==> src/design/kpc_ram.sv <==
// Generic single-write, single-read synchronous RAM with a registered read port.
module kpc_ram #(
    parameter int WIDTH = 8,
    parameter int DEPTH = 16
) (
    input  logic                     clk,
    input  logic                     wr_en,
    input  logic [$clog2(DEPTH)-1:0] wr_addr,
    input  logic [WIDTH-1:0]         wr_data,
    input  logic [$clog2(DEPTH)-1:0] rd_addr,
    output logic [WIDTH-1:0]         rd_data
);

    logic [WIDTH-1:0] mem [DEPTH];

    always_ff @(posedge clk)
    begin
        if (wr_en)
        begin
            mem[wr_addr] <= wr_data;
        end
        rd_data <= mem[rd_addr];
    end

endmodule
==> config.mk <==
export PLATFORM = sky130hd
export DESIGN_NAME = kpc_ram
export DESIGN_NICKNAME = d
export VERILOG_FILES = /design/src/design/kpc_ram.sv
export SDC_FILE = /design/constraint.sdc
export NUM_CORES = 1
export LEC_CHECK = 0
export ABC_AREA = 1
export BUFFER_PORTS_ARGS = -buffer_cell sky130_fd_sc_hd__buf_2
export CORE_ASPECT_RATIO = 0.9
export CORE_MARGIN = 5
export CORE_UTILIZATION = 35
export DETAILED_ROUTE_END_ITERATION = 8
export HOLD_SLACK_MARGIN = 0.08
export PLACE_DENSITY = 0.6
export SLEW_MARGIN = 20
export SYNTH_ARGS = -nofsm -noshare
export SYNTH_HDL_FRONTEND = slang
export SYNTH_SLANG_ARGS = --single-unit
export TNS_END_PERCENT = 20
==> constraint.sdc <==
create_clock -name clk -period 1.6 [get_ports clk]
set_input_delay 0 -clock clk [delete_from_list [all_inputs] [get_ports clk]]
set_output_delay 0 -clock clk [all_outputs]
set_load 0.01 [all_outputs]
==> results of run 1 <==
-- area by class of cell --
| type | instances | area [sq um] | share of cell area |
|---|---|---|---|
| flip-flops and latches | 136 | 4004 | 0.5887 |
| clock inverters | 13 | 113.9 | 0.01674 |
| multi-input cells | 289 | 1214 | 0.1784 |
| well taps | 207 | 259.0 | 0.03808 |
| inverters | 102 | 382.9 | 0.05629 |
| repair buffers | 54 | 402.9 | 0.05923 |
| clock buffers | 17 | 425.4 | 0.06255 |
-- layout by cell type, fill, tap and decap left out, types with 7 or more instances in the layout --
master | synthesis | routed
buf_4 | 4 | 17
clkbuf_16 | 0 | 17
dlygate4sd3_1 | 0 | 9
clkinv_1 | 0 | 7
nand3_1 | 97 | 97
dfxtp_1 | 8 | 8
edfxtp_1 | 128 | 128
inv_1 | 100 | 100
nand2_1 | 173 | 173
buf_2 | 13 | 25
nor2_1 | 17 | 17
-- worst max-delay path, stage by stage, from the launching register on --
cell and delay, ns:
edfxtp_1 0.36, inv_1 0.06, nand2_1 0.04, nand3_1 0.08, nand3_1 0.15, nand3_1 0.19
nand2_1 0.08
-- timing repair --
action / in CTS / in global routing
hold buffers: 9 / 0
gates resized for setup: 0 / 0
endpoints found under the hold margin: 136 / 0
buffers inserted: 0 / 0
-- cell families after synthesis --
logic type / Yosys count / share of synthesized area
simple gates: 289 / 0.2105
flops: 136 / 0.6943
buf+inv: 126 / 0.09525
-- report_power, final --
group	internal, mW	switching [mW]	total [mW]
registers	3.98	0.0213	4.01
logic	0.161	0.349	0.509
clock network	2.22	1.38	3.60
-- metrics by stage --
stage	worst slack, ns	total power [mW]	instance area, sq um
floorplan	0.6492	4.368	5767
global placement	0.2696	4.568	6172
detailed placement	0.2517	4.579	6172
CTS	0.5134	8.176	6802
global route	0.4167	8.385	6802
finish	0.5243	8.115	6802
-- path summary, 6_finish.rpt --
path | from | end | slack, ns
min reg2reg | mem[6][2] | rd_data[2] | 0.66
min | rd_addr[2] | rd_data[5] | 0.11
max | mem[9][1] | rd_data[1] | 0.52
max reg2reg | mem[9][1] | rd_data[1] | 0.52
-- flip-flops by register name, summed over array words and instances, names as in the netlist --
signal / count
rd_data: 8
mem: 128
-- cell usage after synthesis, drive strengths merged --
library cell,n,area [sq um]
buf,24,166.4
dfxtp,8,160.2
edfxtp,128,3844
inv,102,382.9
nand2,173,649.4
nand3,97,485.5
nand3b,2,15.01
nor2,17,63.81
-- metal layers --
metal  global-route usage  part of all wire  vias to the layer above
met3              0.05775             0.068                       22
met1               0.1794              0.45                     1790
met5                    0                 0                        -
met4              0.05337             0.023                        0
met2               0.2090              0.46                      108
li1                     -                 -                     1872
==> results.sh, run 1 <==
export IMPL_outcome="completed"
export IMPL_dieArea_sq_um=19150
export IMPL_grt_pass1_vias=3678
export IMPL_period_needed_ns=1.076
export IMPL_maxSlewHeadroom=0.5775
export IMPL_fin_worst_skew_ns=0.005111
export IMPL_ir_drop_mv=0.8119
export IMPL_clkLatencyLatePin_ns=0.42
export IMPL_report_final_slew_viol_count=0
export IMPL_crit_fanout=1
export IMPL_worstMarginPinSlew_ns=0.6329
export IMPL_first_pass_iters=5
export IMPL_startpoint_type="register"
export IMPL_routed_via_count=3792
export IMPL_drc_errors=0
export IMPL_ys_seq_area_frac=0.6943
export IMPL_die_h_microns=131.8
export IMPL_synth_seq_cells=136
export IMPL_synth_area_per_cell_sq_um=10.47
export IMPL_cp_arrival_ns=1.38
export IMPL_routedWlPerCell_microns=15.70
export IMPL_synthDistinctLibCells=12
export IMPL_dp_cells=779
export IMPL_path_class="reg2reg"
export IMPL_p_leak_nw=2.925
export IMPL_clk_pin_slew_ns=0.06
export IMPL_grt_ovfl_total=0
export IMPL_wirelength_microns=12840
export IMPL_r2r_cells=6
export IMPL_antenna_found_initial=0
export IMPL_drt_iter0_drc=303
export IMPL_hold_viol_final=0
export IMPL_n_antenna_cell=0
export IMPL_final_util=0.4202
export IMPL_port_buffers=25
export IMPL_rows=44
export IMPL_synthCells=551
export IMPL_grtUsageTotal=0.1388
export IMPL_numCtsBuffers=17
export IMPL_rsz0062_at_grt="no"
export IMPL_end_kind="register"
export IMPL_die_w_microns=145.3
export IMPL_coreArea_sq_um=16190
export IMPL_holdWs_ns=0.1120
export IMPL_hpwl_microns=8083
export IMPL_final_cells=818
export IMPL_cts_sinks=136
export IMPL_maxCapViolations=0
export IMPL_power_density_nw_per_um2=1193
export IMPL_max_freq_mhz=929.6
export IMPL_drtAntennaViolNets=0
export IMPL_fin_crit_sh=0.6723
export IMPL_tns_ns=0
export IMPL_cts_root_buffer="clkbuf_16"
export IMPL_nNetsFinal=618
export IMPL_drive_above_1_share=0.1146
export IMPL_hold_path_class="in2reg"
export IMPL_fillCellCount=1579
export IMPL_grt_pass1_wl_microns=20210
export IMPL_syn2layout_area_growth_pct=17.94
export IMPL_synth_nets=569
export IMPL_htree_levels=4
export IMPL_ios=26
export IMPL_min_path_cells=4
export IMPL_grt_max_degree=65
export IMPL_cts_max_path_buffers=2
export IMPL_gp_congestion=0.8083
export IMPL_required_ns=1.91
export IMPL_netlist_area_sq_um=5767
export IMPL_setup_viol=0
export IMPL_cts_tree="yes"
export IMPL_initial_core_util=0.3563
export IMPL_vias_per_cell=4.636
export IMPL_yosysWarningCount=0
Note: power is estimated with default switching activity, not from simulation.
==> run 2, diff against run 1 <==
--- a/config.mk
+++ b/config.mk
@@ -5,14 +5,14 @@
 export SDC_FILE = /design/constraint.sdc
 export NUM_CORES = 1
 export LEC_CHECK = 0
-export ABC_AREA = 1
+export ABC_AREA = 0
 export BUFFER_PORTS_ARGS = -buffer_cell sky130_fd_sc_hd__buf_2
 export CORE_ASPECT_RATIO = 0.9
 export CORE_MARGIN = 5
 export CORE_UTILIZATION = 35
 export DETAILED_ROUTE_END_ITERATION = 8
 export HOLD_SLACK_MARGIN = 0.08
-export PLACE_DENSITY = 0.6
+export PLACE_DENSITY = 0.62
 export SLEW_MARGIN = 20
 export SYNTH_ARGS = -nofsm -noshare
 export SYNTH_HDL_FRONTEND = slang
==> constraint.sdc (replaced) <==
create_clock -name clk -period 0.9 [get_ports clk]
set_input_delay 0 -clock clk [delete_from_list [all_inputs] [get_ports clk]]
set_output_delay 0 -clock clk [all_outputs]
set_load 0.01 [all_outputs]
==> run 2 against run 1 <==
The run now ends with setup timing left. Cell count shrank 37%. Critical path depth shrank 3. Die area shrank 10%. Wire length shrank 24%. Power grew 76%. Clock power grew 76%. Critical path type unchanged. Critical endpoint is now rd_data[4]. Largest cell class unchanged.
==> results.sh, run 2 <==
export IMPL_wirelength_microns=9825
export IMPL_violations="setup timing"
export IMPL_period_needed_ns=1.281
export IMPL_ys_flop_type="edfxtp_1"
export IMPL_synth_adder_area_share=0
export IMPL_synthMuxAreaShare=0.1502
export IMPL_fin_crit_sh=1.423
export IMPL_synth_area_leaders="edfxtp_1, mux4_2, mux4_1"
export IMPL_synth_compound_area_share=0.02333
export IMPL_htree_levels=4
export IMPL_p_leak_nw=2.156
export IMPL_rsz0062_at_grt="yes"
export IMPL_ys_async_sr_fraction=0
export IMPL_port_buffers=25
export IMPL_max_freq_mhz=780.7
export IMPL_dp_cells=475
export IMPL_cts_max_path_buffers=2
export IMPL_syn2layout_area_growth_pct=25.52
export IMPL_synth_common_cells="edfxtp_1, mux4_2, a22oi_1"
export IMPL_maxSlewHeadroom=0.3969
export IMPL_maxCapViolations=0
export IMPL_multi_input_area_sq_um=1086
export IMPL_fin_ws_ns=-0.3810
export IMPL_grt_pass1_wl_microns=15660
export IMPL_initial_core_util=0.3536
export IMPL_numCtsBuffers=17
export IMPL_outcome="complete, but fails checks"
export IMPL_drtAntennaViolNets=0
export IMPL_fillCellCount=1253
export IMPL_n_antenna_cell=0
export IMPL_netlist_area_sq_um=5147
export IMPL_gp_congestion=0.7877
export IMPL_startpoint_type="register"
export IMPL_final_cell_mix="edfxtp_1, mux4_2, buf_4"
export IMPL_synthCells=229
export IMPL_hold_viol_final=0
export IMPL_hold_path_endpoint="rd_data[4]"
export IMPL_regArea_sq_um=4006
export IMPL_clk_pin_slew_ns=0.05
export IMPL_tns_ns=-2.768
export IMPL_synth_edff_count=128
export IMPL_reg_largest_list="mem x128, rd_data x8"
export IMPL_path_class="reg2reg"
export IMPL_required_ns=1.19
export IMPL_die_w_microns=137.8
export IMPL_min_path_cells=4
export IMPL_antenna_found_initial=0
export IMPL_nNetsFinal=322
export IMPL_synth_area_per_cell_sq_um=22.48
export IMPL_ios=26
export IMPL_grt_max_degree=24
export IMPL_min_from="rd_addr[3]"
export IMPL_synth_seq_cells=136
export IMPL_cts_setup_buffers=0
export IMPL_yosysWarningCount=0
export IMPL_synth_top_area_frac=0.7467
export IMPL_report_final_slew_viol_count=0
export IMPL_synth_xor_area_frac=0
export IMPL_first_pass_iters=4
export IMPL_r2r_cells=3
export IMPL_routedWlPerCell_microns=19.08
export IMPL_grt_ovfl_total=0
export IMPL_reg2reg_to="rd_data[4]"
export IMPL_holdWs_ns=0.09342
export IMPL_power_density_nw_per_um2=2214
export IMPL_vias_per_cell=4.730
export IMPL_reg2reg_slack_ns=-0.38
export IMPL_rows=42
export IMPL_synth_simple_area_share=0.03184
export IMPL_grtUsageTotal=0.1268
export IMPL_synth_nets=247
export IMPL_drc_errors=0
export IMPL_largest_reg_flops=128
export IMPL_fin_worst_skew_ns=0.005547
export IMPL_synth_area_leader_cell="edfxtp_1"
export IMPL_clkLatencyLatePin_ns=0.41
export IMPL_ys_seq_area_frac=0.7778
export IMPL_coreArea_sq_um=14560
export IMPL_cts_root_buffer="clkbuf_16"
export IMPL_end_kind="register"
export IMPL_synth_top_family_by_area="multiplexers"
export IMPL_hpwl_microns=6607
export IMPL_routed_via_count=2436
export IMPL_hold_path_class="in2reg"
export IMPL_setup_viol=8
export IMPL_drt_iter0_drc=201
export IMPL_worstMarginPinSlew_ns=0.9014
export IMPL_synthDistinctLibCells=19
export IMPL_grt_pass1_vias=2656
export IMPL_synth_most_common_cell="edfxtp_1"
export IMPL_dieArea_sq_um=17240
export IMPL_cts_sinks=136
export IMPL_regMostFlops="mem"
export IMPL_cts_tree="yes"
export IMPL_ir_drop_mv=1.447
export IMPL_reg2reg_from="mem[2][4]"
export IMPL_die_h_microns=125.1
export IMPL_final_cells=515
export IMPL_crit_fanout=1
export IMPL_cp_arrival_ns=1.57
export IMPL_final_common_cell="edfxtp_1"
export IMPL_drive_above_1_share=0.4132
run 2: where the power goes:
group	total [mW]	internal, mW	switching [mW]
registers	7.13	7.09	0.0402
clock network	6.34	3.98	2.37
logic	0.834	0.405	0.430
total	14.3	11.5	2.84
run 2: kinds of logic after synthesis:
family	count (synthesis)
DFF	136
muxes	32
buffers and inverters	10
AOI/OAI and AO/OA	16
and+or+nand+nor	35
run 2: critical path, stage by stage (launching register included):
cell and delay (ns):
edfxtp_1 0.36, mux4_2 0.47, a22oi_2 0.24, nand2_1 0.09
run 2: routing by layer:
| metal | GRT usage | part of all wire |
|---|---|---|
| met5 | 0 | 0 |
| met2 | 0.1874 | 0.49 |
| met1 | 0.1775 | 0.45 |
| met3 | 0.03896 | 0.052 |
| met4 | 0.04707 | 0.0078 |
run 2: layout make-up:
class	count	share of cell area
Clock inverter	14	0.01762
Sequential cell	136	0.6201
Timing Repair Buffer	66	0.08947
Tap cell	198	0.03834
Multi-Input combinational cell	83	0.1681
Clock buffer	18	0.06642
run 2: worst max path at each step:
stage | from | end | depth (start not counted)
floorplan | mem[3][0] | rd_data[0] | 3
global route | mem[2][6] | rd_data[6] | 3
CTS | mem[3][7] | rd_data[7] | 3
detailed placement | rd_addr[0] | rd_data[6] | 5
global placement | rd_addr[0] | rd_data[4] | 5
finish | mem[2][4] | rd_data[4] | 3
run 2: metrics by stage:
step | power, mW | area, sq um | setup WS, ns | util
2_1_floorplan | 7.646 | 5136 | -0.2269 | -
3_3_place_gp | 8.016 | 5783 | -0.5392 | 0.3973
3_5_place_dp | 8.041 | 5783 | -0.5213 | 0.3973
6_report | 14.30 | 6461 | -0.3810 | 0.4439
5_1_grt | 14.84 | 6461 | -0.4320 | 0.4439
4_1_cts | 14.44 | 6445 | -0.3822 | 0.4428
run 2: repair_timing:
item,4_1_cts,5_1_grt
gates resized for setup,8,4
hold buffers,8,0
endpoints found under the hold margin,128,0
pin swaps,1,1
setup endpoints to repair,11,10
